==> src/rtl/u8d_pkg.sv <==
package u8d_pkg;

	localparam int CMD_DEPTH = 2;
	localparam int RES_DEPTH = 2;
	localparam int CP_W      = 31;

	typedef enum logic [1:0] {
		ST_OK         = 2'd0,
		ST_ILLEGAL    = 2'd1,
		ST_INCOMPLETE = 2'd2
	} status_t;

	typedef enum logic [1:0] {
		K_ASCII = 2'd0,
		K_CONT  = 2'd1,
		K_LEAD  = 2'd2,
		K_BAD   = 2'd3
	} kind_t;

	// one classified input word
	typedef struct packed {
		kind_t      kind;
		logic [2:0] len;
		logic [6:0] bits;
		logic       last;
	} cmd_t;

	typedef struct packed {
		logic [CP_W-1:0] code_point;
		logic [2:0]      seq_length;
		status_t         status;
	} res_t;

	// smallest value that is not overlong for a sequence of len bytes
	function automatic logic [CP_W-1:0] min_value(input logic [2:0] len);
		logic [CP_W-1:0] v;
		v = '0;
		case (len)
			3'd2:    v = CP_W'(32'h80);
			3'd3:    v = CP_W'(32'h800);
			3'd4:    v = CP_W'(32'h10000);
			3'd5:    v = CP_W'(32'h200000);
			3'd6:    v = CP_W'(32'h4000000);
			default: v = '0;
		endcase
		return v;
	endfunction

endpackage

==> src/rtl/u8d_fifo.sv <==
module u8d_fifo #(
	parameter int WIDTH = 8,
	parameter int DEPTH = 2
) (
	input  logic             clk,
	input  logic             arst_n,
	input  logic             push,
	input  logic [WIDTH-1:0] wdata,
	output logic             full,
	input  logic             pop,
	output logic [WIDTH-1:0] rdata,
	output logic             empty
);

	localparam int PW = (DEPTH > 1) ? $clog2(DEPTH) : 1;
	localparam int CW = $clog2(DEPTH + 1);

	logic [WIDTH-1:0] mem_q [DEPTH];
	logic [PW-1:0]    wr_q, rd_q;
	logic [CW-1:0]    cnt_q;
	logic             do_push, do_pop;

	assign full    = (cnt_q == CW'(DEPTH));
	assign empty   = (cnt_q == '0);
	assign do_push = push & ~full;
	assign do_pop  = pop & ~empty;
	assign rdata   = mem_q[rd_q];

	always_ff @(posedge clk or negedge arst_n) begin
		if (!arst_n) begin
			wr_q  <= '0;
			rd_q  <= '0;
			cnt_q <= '0;
		end else begin
			if (do_push) begin
				wr_q <= (wr_q == PW'(DEPTH - 1)) ? '0 : wr_q + 1'b1;
			end
			if (do_pop) begin
				rd_q <= (rd_q == PW'(DEPTH - 1)) ? '0 : rd_q + 1'b1;
			end
			if (do_push && !do_pop) begin
				cnt_q <= cnt_q + 1'b1;
			end else if (do_pop && !do_push) begin
				cnt_q <= cnt_q - 1'b1;
			end
		end
	end

	always_ff @(posedge clk) begin
		if (do_push) begin
			mem_q[wr_q] <= wdata;
		end
	end

endmodule

==> src/rtl/u8d_front.sv <==
module u8d_front #(
	parameter int DEPTH = u8d_pkg::CMD_DEPTH
) (
	input  logic          clk,
	input  logic          arst_n,
	input  logic          push,
	input  logic [7:0]    data_byte,
	input  logic          end_of_input,
	output logic          full,
	input  logic          cmd_pop,
	output u8d_pkg::cmd_t cmd,
	output logic          cmd_empty
);

	u8d_pkg::cmd_t cls;

	always_comb begin
		cls.last = end_of_input;
		cls.kind = u8d_pkg::K_BAD;
		cls.len  = 3'd0;
		cls.bits = '0;
		unique casez (data_byte)
			8'b0???????: begin
				cls.kind = u8d_pkg::K_ASCII;
				cls.len  = 3'd1;
				cls.bits = data_byte[6:0];
			end
			8'b10??????: begin
				cls.kind = u8d_pkg::K_CONT;
				cls.bits = {1'b0, data_byte[5:0]};
			end
			8'b110?????: begin
				cls.kind = u8d_pkg::K_LEAD;
				cls.len  = 3'd2;
				cls.bits = {2'b0, data_byte[4:0]};
			end
			8'b1110????: begin
				cls.kind = u8d_pkg::K_LEAD;
				cls.len  = 3'd3;
				cls.bits = {3'b0, data_byte[3:0]};
			end
			8'b11110???: begin
				cls.kind = u8d_pkg::K_LEAD;
				cls.len  = 3'd4;
				cls.bits = {4'b0, data_byte[2:0]};
			end
			8'b111110??: begin
				cls.kind = u8d_pkg::K_LEAD;
				cls.len  = 3'd5;
				cls.bits = {5'b0, data_byte[1:0]};
			end
			8'b1111110?: begin
				cls.kind = u8d_pkg::K_LEAD;
				cls.len  = 3'd6;
				cls.bits = {6'b0, data_byte[0]};
			end
			default: begin
				cls.kind = u8d_pkg::K_BAD;
			end
		endcase
	end

	u8d_fifo #(
		.WIDTH ($bits(u8d_pkg::cmd_t)),
		.DEPTH (DEPTH)
	) u_cmd_q (
		.clk    (clk),
		.arst_n (arst_n),
		.push   (push),
		.wdata  (cls),
		.full   (full),
		.pop    (cmd_pop),
		.rdata  (cmd),
		.empty  (cmd_empty)
	);

endmodule

==> src/rtl/u8d_back.sv <==
module u8d_back (
	input  logic          clk,
	input  logic          arst_n,
	input  u8d_pkg::cmd_t cmd,
	input  logic          cmd_empty,
	output logic          cmd_pop,
	output logic          res_push,
	output u8d_pkg::res_t res,
	input  logic          res_full
);

	logic [u8d_pkg::CP_W-1:0] partial_q, next_pv;
	logic [2:0]               pending_q, size_q, pend_dec;
	logic                     emit, go_idle, start;

	assign cmd_pop  = ~cmd_empty & ~res_full;
	assign res_push = cmd_pop & emit;
	assign next_pv  = {partial_q[u8d_pkg::CP_W-7:0], cmd.bits[5:0]};
	assign pend_dec = pending_q - 3'd1;

	always_comb begin
		emit           = 1'b0;
		go_idle        = 1'b0;
		start          = 1'b0;
		res.code_point = '0;
		res.seq_length = '0;
		res.status     = u8d_pkg::ST_OK;
		if (pending_q == '0) begin
			case (cmd.kind)
				u8d_pkg::K_ASCII: begin
					emit           = 1'b1;
					res.code_point = u8d_pkg::CP_W'(cmd.bits);
					res.seq_length = 3'd1;
				end
				u8d_pkg::K_LEAD: begin
					if (cmd.last) begin
						emit       = 1'b1;
						res.status = u8d_pkg::ST_INCOMPLETE;
					end else begin
						start = 1'b1;
					end
				end
				default: begin
					emit       = 1'b1;
					res.status = u8d_pkg::ST_ILLEGAL;
				end
			endcase
		end else if (cmd.kind != u8d_pkg::K_CONT) begin
			emit       = 1'b1;
			go_idle    = 1'b1;
			res.status = u8d_pkg::ST_ILLEGAL;
		end else if (pend_dec == '0) begin
			emit    = 1'b1;
			go_idle = 1'b1;
			if (next_pv >= u8d_pkg::min_value(size_q)) begin
				res.code_point = next_pv;
				res.seq_length = size_q;
			end else begin
				res.status = u8d_pkg::ST_ILLEGAL;
			end
		end else if (cmd.last) begin
			emit       = 1'b1;
			go_idle    = 1'b1;
			res.status = u8d_pkg::ST_INCOMPLETE;
		end
	end

	always_ff @(posedge clk or negedge arst_n) begin
		if (!arst_n) begin
			partial_q <= '0;
			pending_q <= '0;
			size_q    <= '0;
		end else if (cmd_pop) begin
			if (start) begin
				partial_q <= u8d_pkg::CP_W'(cmd.bits);
				pending_q <= cmd.len - 3'd1;
				size_q    <= cmd.len;
			end else if (go_idle) begin
				partial_q <= '0;
				pending_q <= '0;
				size_q    <= '0;
			end else if (pending_q != '0) begin
				partial_q <= next_pv;
				pending_q <= pend_dec;
			end
		end
	end

	a_pending_range: assert property (@(posedge clk) disable iff (!arst_n)
		pending_q <= 3'd5)
		else $error("pending count out of range");

	a_size_covers_pending: assert property (@(posedge clk) disable iff (!arst_n)
		(pending_q != '0) |-> (size_q > pending_q && size_q <= 3'd6))
		else $error("sequence size inconsistent with pending count");

	a_err_zero: assert property (@(posedge clk) disable iff (!arst_n)
		(res_push && res.status != u8d_pkg::ST_OK) |->
		(res.code_point == '0 && res.seq_length == '0))
		else $error("error word carries payload");

	a_ok_len: assert property (@(posedge clk) disable iff (!arst_n)
		(res_push && res.status == u8d_pkg::ST_OK) |-> (res.seq_length != '0))
		else $error("ok word with zero length");

endmodule

==> src/rtl/utf8_stream_decoder.sv <==
// Byte-serial decoder for original UTF-8 (sequences of 1 to 6 bytes). Input and results are
// both queues: write a byte with push while full is low, read results while empty is low.
// One byte is taken every clock while full is low; the byte is classified into the command
// queue, then the back end writes its result into the result queue. Steady throughput is
// one byte per cycle when the result queue is not full, set by the shift-and-or in the
// back end. A byte that only extends a sequence produces no result word. Errors (stray
// continuation, 0xFE/0xFF, bad continuation, overlong value) give status illegal and
// decoding resumes at the next byte; end_of_input inside a sequence gives status incomplete.
module utf8_stream_decoder #(
	parameter int CMD_DEPTH = u8d_pkg::CMD_DEPTH,
	parameter int RES_DEPTH = u8d_pkg::RES_DEPTH
) (
	input  logic        clk,
	input  logic        arst_n,
	input  logic        push,
	output logic        full,
	input  logic [7:0]  data_byte,
	input  logic        end_of_input,
	input  logic        pop,
	output logic        empty,
	output logic [30:0] code_point,
	output logic [2:0]  seq_length,
	output logic [1:0]  status
);

	u8d_pkg::cmd_t cmd;
	u8d_pkg::res_t res, res_head;
	logic          cmd_empty, cmd_pop, res_push, res_full;

	u8d_front #(
		.DEPTH (CMD_DEPTH)
	) u_front (
		.clk          (clk),
		.arst_n       (arst_n),
		.push         (push),
		.data_byte    (data_byte),
		.end_of_input (end_of_input),
		.full         (full),
		.cmd_pop      (cmd_pop),
		.cmd          (cmd),
		.cmd_empty    (cmd_empty)
	);

	u8d_back u_back (
		.clk       (clk),
		.arst_n    (arst_n),
		.cmd       (cmd),
		.cmd_empty (cmd_empty),
		.cmd_pop   (cmd_pop),
		.res_push  (res_push),
		.res       (res),
		.res_full  (res_full)
	);

	u8d_fifo #(
		.WIDTH ($bits(u8d_pkg::res_t)),
		.DEPTH (RES_DEPTH)
	) u_res_q (
		.clk    (clk),
		.arst_n (arst_n),
		.push   (res_push),
		.wdata  (res),
		.full   (res_full),
		.pop    (pop),
		.rdata  (res_head),
		.empty  (empty)
	);

	assign code_point = res_head.code_point;
	assign seq_length = res_head.seq_length;
	assign status     = res_head.status;

endmodule
==> config.mk <==
export PLATFORM = sky130hd
export DESIGN_NAME = utf8_stream_decoder
export DESIGN_NICKNAME = d
export VERILOG_FILES = /design/src/rtl/u8d_pkg.sv /design/src/rtl/u8d_fifo.sv /design/src/rtl/u8d_front.sv /design/src/rtl/u8d_back.sv /design/src/rtl/utf8_stream_decoder.sv
export SDC_FILE = /design/constraint.sdc
export NUM_CORES = 1
export LEC_CHECK = 0
export ABC_AREA = 1
export BUFFER_PORTS_ARGS = -buffer_cell sky130_fd_sc_hd__buf_4
export CORE_UTILIZATION = 59
export DETAILED_ROUTE_END_ITERATION = 10
export PLACE_DENSITY = 0.76
export SLEW_MARGIN = 20
export SYNTH_ARGS = -nofsm -noshare
export SYNTH_HDL_FRONTEND = slang
export SYNTH_SLANG_ARGS = --single-unit
==> constraint.sdc <==
create_clock -name clk -period 3.9 [get_ports clk]
set_input_delay 0.39 -clock clk [delete_from_list [all_inputs] [get_ports clk]]
set_output_delay 0.39 -clock clk [all_outputs]
set_load 0.01 [all_outputs]
# Yosys cells after proc, flatten, opt, wreduce, memory -nomap -nowiden
# Memory sizes are Yosys's and may differ from the RTL's.
# Cells that the tools add are included.
# totals
rom_bits,0
in_bits,13
mem_bits_rw,98
latch_bits,0
word_cells,115
memories,2
ff_bits,39
# mem_list
memory,words,width,rd,rd_ports_with_merged_regs,wr,line,text
u_res_q.mem_q,2,36,1,0,1,u8d_fifo.sv:18,logic [WIDTH-1:0] mem_q [DEPTH];
u_front.u_cmd_q.mem_q,2,13,1,0,1,u8d_fifo.sv:18,
# classes
n_div,0
n_mul,0
add_sub_neg,10
n_reduce_logical,21
shift,0
eq_ne,15
muxes,46
bitwise,11
magnitude_cmp,1
# ops
op,count
$pmux 27 s5,1
$mux 34,3
$mux 31,3
$mux 25,3
$pmux 7 s7,1
$mux 36,1
$ge 31x31->1,1
$mux 1,18
$pmux 3 s6,1
$mux 3,5
$mux 2,7
$eq 3x3->1 const B,4
$mux 10,1
$eq 2x2->1 const B,4
$eq 7x7->1 const B,1
$and 1x1->1,6
$eq 3x2->1 const B,2
$eq 6x6->1 const B,1
$logic_not 2->1,3
$logic_not 3->1,2
$pmux 2 s3,1
$reduce_bool 2->1,3
$reduce_bool 3->1,2
$sub 3x1->3 const B,2
12 further kinds,28

# Depth between registers and ports, before layout
# Gate-level depths: netlist (run 1).
# logic_depth
ltp_word,11
ltp_mapped,14

# By module
# Synthesis (run 1) repeated with hierarchy kept, for this count alone.
# hier_totals
hier_cells,646
area_unflattened_um2,6211.0
# modules_own_cells
module,area_per_inst_um2,instances,cells_each
u8d_fifo at u_res_q,2846.5,1,219
u8d_back,2026.9,1,293
u8d_fifo at u_front.u_cmd_q,1178.6,1,99
u8d_front,158.9,1,35

# Worst setup path before layout (run 1)
# Ideal clock, no wire load.
# synth_path
path_type,reg2reg
start,register u_back.pending_q[0]
end,memory u_res_q.mem_q[1][0] in the netlist's numbering (enable)
arrival_time_ps,2743
n_path_buf,0
stages_incl_launch_ff,9
setup_ps,431
period_less_slack_ps,3174
setup_slack_ps,726
cell_sequence,dfrtp_1 > inv_1 > ha_1 > inv_1 > nor2_1 > nor2_1 > nand3_2 > nand3_1 > nor2_1
# synth_between
elab_chain_len,9
# synth_lines
element,line,text
"start, declared",u8d_back.sv:13,"logic [2:0] pending_q, size_q, pend_dec;"
"start signal, assigned",u8d_back.sv:76,pending_q <= cmd.len - 3'd1;
"start signal, assigned",u8d_back.sv:84,pending_q <= pend_dec;
$sub 3x1->3,u8d_back.sv:19,assign pend_dec = pending_q - 3'd1;
$logic_not 3->1,u8d_back.sv:52,end else if (pend_dec == '0) begin
$mux 1,u8d_back.sv:52,
$mux 1,u8d_back.sv:48,end else if (cmd.kind != u8d_pkg::K_CONT) begin
$mux 1 (*),u8d_back.sv:28,if (pending_q == '0) begin
$and 1x1->1 (*),u8d_back.sv:17,assign res_push = cmd_pop & emit;
$and 1x1->1 (*),u8d_fifo.sv:25,assign do_push = push & ~full;
$mux 1 (*),u8d_fifo.sv:50,if (do_push) begin
$mux 1 (implied by the code) (*),u8d_fifo.sv:51,mem_q[wr_q] <= wdata;
"end, declared",u8d_fifo.sv:18,
# Every way passes the cells marked *; elsewhere a longest branch is shown, timed or not.

# Worst setup path after layout (run 1)
# layout_path
start,register u_front.u_cmd_q.rd_q
end,memory u_res_q.mem_q[1][20] in the netlist's numbering (enable)
# layout_between
elab_chain_len,9
# layout_lines
element,line,text
"start, declared",u8d_fifo.sv:19,"logic [PW-1:0] wr_q, rd_q;"
"start signal, assigned",u8d_fifo.sv:39,rd_q <= (rd_q == PW'(DEPTH - 1)) ? '0 : rd_q + 1'b1;
$mem_v2 2x13 (*),n/a,
$mux 1,"u8d_back.sv:36, u8d_back.sv:61",
$mux 1,u8d_back.sv:52,
$mux 1,u8d_back.sv:48,
$mux 1 (*),u8d_back.sv:28,
$and 1x1->1 (*),u8d_back.sv:17,
$and 1x1->1 (*),u8d_fifo.sv:25,
$mux 1 (*),u8d_fifo.sv:50,
$mux 1 (implied by the code) (*),u8d_fifo.sv:51,
# Marks and branches as above.

==> summary.log, run 1 <==
INFO  outcome        run_status=complete, no violations
INFO  power_and_ir_drop power_density=909.0nW/µm²
INFO  clock_tree     clk_latency=0.53ns
INFO  setup_path     critPathLaunchType=flip-flop
INFO  synthesis      syn_area_per_cell=9.973µm²
INFO  sta            share_of_the_cycle_needed_by_the_critical_path_after_routing=73.53%
INFO  clock_tree     post_cts_resize_count=0
INFO  setup_path     reg2reg_to=u_res_q.mem_q[1][20]$_DFFE_PP_
INFO  power_and_ir_drop power.internal=0.004180W
INFO  drt            first_iter_violations=298
INFO  drt            final_antenna_net_count=0
INFO  setup_path     critical-path-top-cell-by-count=nand2_1
INFO  global_routing globalRouteOverflowTotal=0
INFO  power_and_ir_drop clock_power_share=25.6%
INFO  sta            worst-slew-pin-transition=1.027ns
INFO  synthesis      syn_nets=637
INFO  drt            drt_pre_antenna_iters=5
INFO  setup_path     worst_r2r_startpoint=u_front.u_cmd_q.rd_q$_DFFE_PN0P_
INFO  place          port_buffers=50
INFO  die            initial_core_util=61.69%
INFO  die            x_dimension_of_the_die=103.8µm
INFO  power_and_ir_drop ir_drop=0.0004916V
INFO  global_routing grt_antenna_before_repair=0
INFO  drt            routedLengthMet1=4990µm
INFO  sta            finalHoldViolations=0
INFO  clock_tree     clk_pin_slew=0.06ns
INFO  drt            wl_met3=737µm
INFO  global_routing first_global_vias=4286
INFO  clock_tree     holdBufCountCts=1
INFO  die            placeableCoreArea=9910µm²
INFO  drt            wire_length_per_cell=15.24µm
INFO  setup_path     critPathCaptureType=flip-flop
INFO  job            drv.max_cap_violation_count=0
INFO  global_routing maximum_number_of_pins_on_one_net_before_global_route_repair=50
INFO  power_and_ir_drop seq_power_share=37.4%
INFO  sta            timing.final.setup_violations=0
INFO  clock_tree     htree_levels=4
INFO  min_path       hold_start=end_of_input
INFO  die            design.die.area=10770µm²
INFO  synthesis      yosys_most_used_dff=edfxtp_1
INFO  setup_path     critical_path.top_delay_family=simple AND/OR/NAND/NOR gates
INFO  power_and_ir_drop net_switching=0.002382W
INFO  min_path       holdPathEnd=u_front.u_cmd_q.mem_q[0][0]$_DFFE_PP_
INFO  finish         antennaDiodeCount=0
INFO  min_path       worstHoldPathCells=1
INFO  sta            max-slew-margin-rel=31.30%
INFO  finish         final_util=72.84%
INFO  setup_path     crit_fanout=23
INFO  setup_path     timing.critical_path.arrival=3.06ns
INFO  setup_path     ff2ff_setup_slack=1.03ns
INFO  die            floorplan.rows=36
INFO  die            fp.dieH=103.8µm
INFO  synthesis      syn_area=6113µm²
INFO  sta            final_max_slew_viol_count=0
INFO  setup_path     worstPathBufferInverterCount=2
INFO  finish         post_route_cells_drive_above_1_share=14.24%
INFO  drt            routed-via-count=4424
INFO  sta            finalClockSkew=0.008628ns
INFO  setup_path     max_stage_delay=0.72ns
INFO  power_and_ir_drop combPwrFrac=37.0%
INFO  synthesis      synthesis.instances=613
INFO  finish         num-nets-final=693
INFO  drt            routed_wl=12400µm
INFO  setup_path     critical_path_required=4.09ns
INFO  drt            route.detailed.vias_per_inst=5.435
INFO  setup_path     path_cells=inv_2, nand2_1, nand2_1, nand2_1, nor2_1, nand3_2, nand3_1, nor2_4, buf_4
INFO  clock_tree     numClockSinks=137
INFO  setup_path     crit_type=flip-flop to flip-flop
INFO  drt            detail_route.drc_violations=0
INFO  synthesis      yosysSeqAreaShare=64.10%
INFO  sta            accumulated_negative_setup_slack=0ns
INFO  finish         fin_area=7218µm²
INFO  synthesis      synth-async-reset-ratio=28.47%
INFO  sta            setup_ws=1.032ns
INFO  power_and_ir_drop power_switching_share=36.30%
INFO  place          finalWeightedCongestion=0.8842
INFO  clock_tree     postCtsSetupRepairBufs=0
INFO  synthesis      yosysUniqueCellTypes=33
INFO  sta            rsz_0062_raised_after_global_routing=false
INFO  min_path       timing.hold.worst.class=primary input to flip-flop
INFO  place          pre_cts_slack=1.077ns
INFO  place          place.detailed.hpwl=7888µm
INFO  clock_tree     numCtsBuffers=17
INFO  synthesis      ys_warn_count=0
INFO  global_routing gr-usage-all-layers=24.68%
INFO  sta            fin_crit=2.868ns
INFO  die            boundaryPins=51
INFO  clock_tree     cts_buffer_depth=2
INFO  setup_path     r2r.worst_path.cells=9
INFO  global_routing grt_first_pass_wirelength=20620µm
INFO  setup_path     cp_slowest_cell=dfrtp_1
INFO  clock_tree     clock-root-buffer=clkbuf_8
INFO  synthesis      postSynthRegisterBits=137
INFO  drt            route.met2.wl=6475µm
INFO  sta            peak_freq=348.7MHz
INFO  power_and_ir_drop leakage=3.213nW
INFO  drt            topRoutingLayerUsed=met4
INFO  clock_tree     clock_tree_from_tritoncts=yes
INFO  finish         area.growth.synth_to_final=18.07%
INFO  synthesis      synth-edff-count=98
INFO  place          detailed_place.area=6585µm²
==> power by group through the flow <==
stage               Sequential, W  Clock, W  Combinational, W
global placement          0.00245         0           0.00233
CTS                       0.00245   0.00169           0.00244
floorplan                 0.00242         0           0.00161
detailed placement        0.00248         0           0.00240
global route              0.00250   0.00175           0.00270
finish                    0.00245   0.00168           0.00243
==> layout by cell type, fill, tap and decap left out, drive strengths merged, types with 5 or more instances in the layout <==
cell,count
nand2,173
edfxtp,98
nor2,78
inv,76
buf,53
dfrtp,39
o21ai,37
nand3,37
a21oi,18
clkbuf,18
ha,11
clkinv,7
xor2,5
bufinv,5
==> routing by layer <==
layer  vias up  global-route usage [%]
li1       2108                       -
met1      2124                   29.56
met2       172                   43.82
met3        20                   5.412
met4         0                   8.980
met5         -                       0
==> through the flow <==
step,hold slack [ns],cells,total power (W)
final,0.04861,814,0.006562
after global routing,0.04306,814,0.006952
after CTS,0.04424,814,0.006577
after detailed placement,0.4012,782,0.004878
after global placement,0.4001,782,0.004782
after floorplan,0.09441,613,0.004030
==> sequential cells by signal, indices dropped and copies added (netlist names) <==
signal / cells
u_front.u_cmd_q.rd_q: 1
u_res_q.mem_q: 72
u_back.size_q: 3
u_res_q.wr_q: 1
u_res_q.cnt_q: 2
u_front.u_cmd_q.mem_q: 26
u_front.u_cmd_q.wr_q: 1
u_back.pending_q: 3
u_front.u_cmd_q.cnt_q: 2
u_res_q.rd_q: 1
u_back.partial_q: 25
==> cell usage after synthesis, drive strengths merged, types with 5 or more instances <==
cell type	instances	area, µm²
inv	76	285.3
nor2	78	292.8
buf	10	87.58
edfxtp	98	2943
ha	11	137.6
nand2	173	669.4
o21ai	37	188.9
clkbuf	7	27.52
a21oi	18	90.09
xor2	5	43.79
nand3	37	195.2
dfrtp	39	975.9
==> layout make-up <==
class,count,area (µm²)
inverter,76,285.3
clock buffer,18,417.9
timing repair buffer,54,420.4
fill,670,2691
clock inverter,13,202.7
multi-input combinational,383,1807
tap,133,166.4
sequential,137,3919
==> worst max-delay path by stage <==
| stage | cells after the start | end | slack, ns | from |
|---|---|---|---|---|
| after CTS | 8 | u_res_q.mem_q[1][21]$_DFFE_PP_ | 1.06 | u_front.u_cmd_q.rd_q$_DFFE_PN0P_ |
| after floorplan | 8 | u_res_q.mem_q[1][0]$_DFFE_PP_ | 0.73 | u_back.pending_q[0]$_DFFE_PN0P_ |
| after detailed placement | 9 | u_res_q.mem_q[1][21]$_DFFE_PP_ | 1.08 | u_front.u_cmd_q.rd_q$_DFFE_PN0P_ |
| after global routing | 9 | u_res_q.mem_q[1][21]$_DFFE_PP_ | 0.82 | u_front.u_cmd_q.rd_q$_DFFE_PN0P_ |
| final | 9 | u_res_q.mem_q[1][20]$_DFFE_PP_ | 1.03 | u_front.u_cmd_q.rd_q$_DFFE_PN0P_ |
| after global placement | 9 | u_res_q.mem_q[1][21]$_DFFE_PP_ | 1.25 | u_front.u_cmd_q.rd_q$_DFFE_PN0P_ |
==> cells by family after synthesis <==
family / Yosys count / synth area share [%]
adder cells (fa/ha/maj): 11 / 2.251
AND/OR/NAND/NOR: 298 / 19.91
buffers and inverters: 93 / 6.549
multiplexers: 4 / 0.6550
XOR/XNOR: 8 / 1.146
AO/OA/AOI/OAI: 62 / 5.383
flip-flops: 137 / 64.10
Note: power is estimated with default switching activity, not from simulation.
==> run 2: changes to the inputs <==
Clock period 3.9 ns to 2.9 ns, I/O delays scaled along.
==> run 2 against run 1 <==
  * Clock-buffer cell count grew 2
  * Highest routed layer unchanged
  * Clock skew shrank 0.0029 ns
  * Critical endpoint is now u_res_q.cnt_q[1]$_DFFE_PN0P_
  * Power grew 33%
  * Via count shrank 0.63%
==> summary.log, run 2 (synthesized netlist as in run 1, its figures left out) <==
INFO  drt            wire_length_per_cell=15.07µm
INFO  sta            share_of_the_cycle_needed_by_the_critical_path_after_routing=87.17%
INFO  sta            final_max_slew_viol_count=0
INFO  sta            finalClockSkew=0.005684ns
INFO  finish         post_route_cells_drive_above_1_share=14.53%
INFO  place          finalWeightedCongestion=0.8682
INFO  die            design.die.area=10770µm²
INFO  clock_tree     clock_tree_from_tritoncts=yes
INFO  die            placeableCoreArea=9910µm²
INFO  drt            routed-via-count=4396
INFO  die            boundaryPins=51
INFO  sta            accumulated_negative_setup_slack=0ns
INFO  finish         largestRegisters=u_res_q.mem_q: 72 flops, u_front.u_cmd_q.mem_q: 26 flops, u_back.partial_q: 25 flops
INFO  die            floorplan.rows=36
INFO  setup_path     critPathCaptureType=flip-flop
INFO  sta            timing.final.setup_violations=0
INFO  finish         area_of_the_multi_input_gates=1804µm²
INFO  global_routing grt_antenna_before_repair=0
INFO  finish         layout_common_cells=169 x nand2_1, 98 x edfxtp_1, 76 x nor2_1
INFO  drt            final_antenna_net_count=0
INFO  finish         largest_reg_flops=72
INFO  job            drv.max_cap_violation_count=0
INFO  clock_tree     holdBufCountCts=2
INFO  clock_tree     clk_latency=0.51ns
INFO  sta            peak_freq=395.6MHz
INFO  clock_tree     clock-root-buffer=clkbuf_8
INFO  power_and_ir_drop ir_drop=0.0007182V
INFO  clock_tree     htree_levels=4
INFO  die            x_dimension_of_the_die=103.8µm
INFO  drt            drt_pre_antenna_iters=5
INFO  sta            max-slew-margin-rel=52.89%
INFO  global_routing first_global_vias=4325
INFO  finish         fin_area=7229µm²
INFO  finish         layout.filler_cells=704
INFO  drt            routed_wl=12370µm
INFO  sta            finalHoldViolations=0
INFO  setup_path     critPathLaunchType=flip-flop
INFO  clock_tree     post_cts_resize_count=0
INFO  min_path       timing.hold.worst.class=primary input to flip-flop
INFO  drt            first_iter_violations=249
INFO  setup_path     r2r.worst_path.cells=11
INFO  place          detailed_place.area=6610µm²
INFO  outcome        run_status=complete, no violations
INFO  global_routing globalRouteOverflowTotal=0
INFO  finish         antennaDiodeCount=0
INFO  sta            worst-slew-pin-transition=0.7056ns
INFO  sta            rsz_0062_raised_after_global_routing=false
INFO  sta            fin_crit=2.528ns
INFO  global_routing grt_first_pass_wirelength=20400µm
INFO  setup_path     crit_type=flip-flop to flip-flop
INFO  sta            finalHoldWorstSlack=0.08092ns
INFO  setup_path     critical_path_required=3.29ns
INFO  global_routing maximum_number_of_pins_on_one_net_before_global_route_repair=40
INFO  die            fp.dieH=103.8µm
INFO  finish         largest_register=u_res_q.mem_q
INFO  finish         area.growth.synth_to_final=18.26%
INFO  finish         layout_commonest_cell=nand2_1
INFO  clock_tree     clk_pin_slew=0.06ns
INFO  clock_tree     postCtsSetupRepairBufs=0
INFO  finish         storage_element_area=3919µm²
INFO  global_routing gr-usage-all-layers=24.63%
INFO  clock_tree     numClockSinks=137
INFO  power_and_ir_drop power_density=1210nW/µm²
INFO  finish         num-nets-final=699
INFO  setup_path     crit_fanout=10
INFO  clock_tree     numCtsBuffers=17
INFO  die            initial_core_util=61.69%
INFO  place          place.detailed.hpwl=8109µm
INFO  place          port_buffers=50
INFO  drt            detail_route.drc_violations=0
INFO  clock_tree     cts_buffer_depth=2
INFO  drt            route.detailed.vias_per_inst=5.354
INFO  power_and_ir_drop leakage=3.232nW
INFO  min_path       worstHoldPathCells=3
INFO  setup_path     timing.critical_path.arrival=2.91ns
-- run 2: critical path, cell delays in order (launching register included) --
cell	delay, ns
dfrtp_1	0.58
inv_2	0.16
nand2_1	0.09
nand2_1	0.09
nor3_1	0.19
nand2_1	0.23
nand3_1	0.27
inv_1	0.09
ha_1	0.32
a21oi_1	0.12
o21ai_0	0.11
xor2_1	0.16
-- run 2: metal layers --
metal | routed length [µm] | vias to the layer above | GRT usage, %
met5 | 0 | - | 0
met4 | 384 | 0 | 12.45
met3 | 687 | 26 | 5.727
met2 | 6326 | 148 | 42.52
met1 | 4970 | 2098 | 28.91
li1 | - | 2124 | -
-- run 2: cell type report --
| class | instances | share of cell area [%] |
|---|---|---|
| clock buffers | 20 | 5.884 |
| flip-flops and latches | 137 | 54.21 |
| inverters | 76 | 3.946 |
| well taps | 133 | 2.302 |
| repair buffers | 60 | 6.300 |
| clock inverters | 12 | 2.406 |
| multi-input cells | 383 | 24.96 |
-- run 2: worst paths after layout --
kind	start	end	slack (ns)
max	u_front.u_cmd_q.rd_q$_DFFE_PN0P_	u_res_q.cnt_q[1]$_DFFE_PN0P_	0.37
min reg2reg	u_front.u_cmd_q.wr_q$_DFFE_PN0P_	u_front.u_cmd_q.wr_q$_DFFE_PN0P_	0.53
max reg2reg	u_front.u_cmd_q.rd_q$_DFFE_PN0P_	u_res_q.cnt_q[1]$_DFFE_PN0P_	0.37
min in group asynchronous	arst_n	u_front.u_cmd_q.rd_q$_DFFE_PN0P_	0.30
max in group asynchronous	arst_n	u_back.partial_q[5]$_DFFE_PN0P_	2.23
min	data_byte[4]	u_front.u_cmd_q.mem_q[0][5]$_DFFE_PP_	0.08
-- run 2: metrics by stage --
step	total power, W	util [%]	std cells	setup WS, ns
4_1_cts	0.008809	72.95	821	0.3714
3_3_place_gp	0.006491	66.70	787	0.5305
6_report	0.008749	72.95	821	0.3720
2_1_floorplan	0.005415	-	613	0.3068
5_1_grt	0.009283	72.95	821	0.1455
3_5_place_dp	0.006606	66.70	787	0.3914
-- run 2: power by group --
part / leakage [nW] / internal [W] / switching, W
combinational: 1.48 / 0.00116 / 0.00214
clock: 0.295 / 0.00139 / 0.000772
sequential: 1.45 / 0.00301 / 0.000267
total: 3.23 / 0.00557 / 0.00318
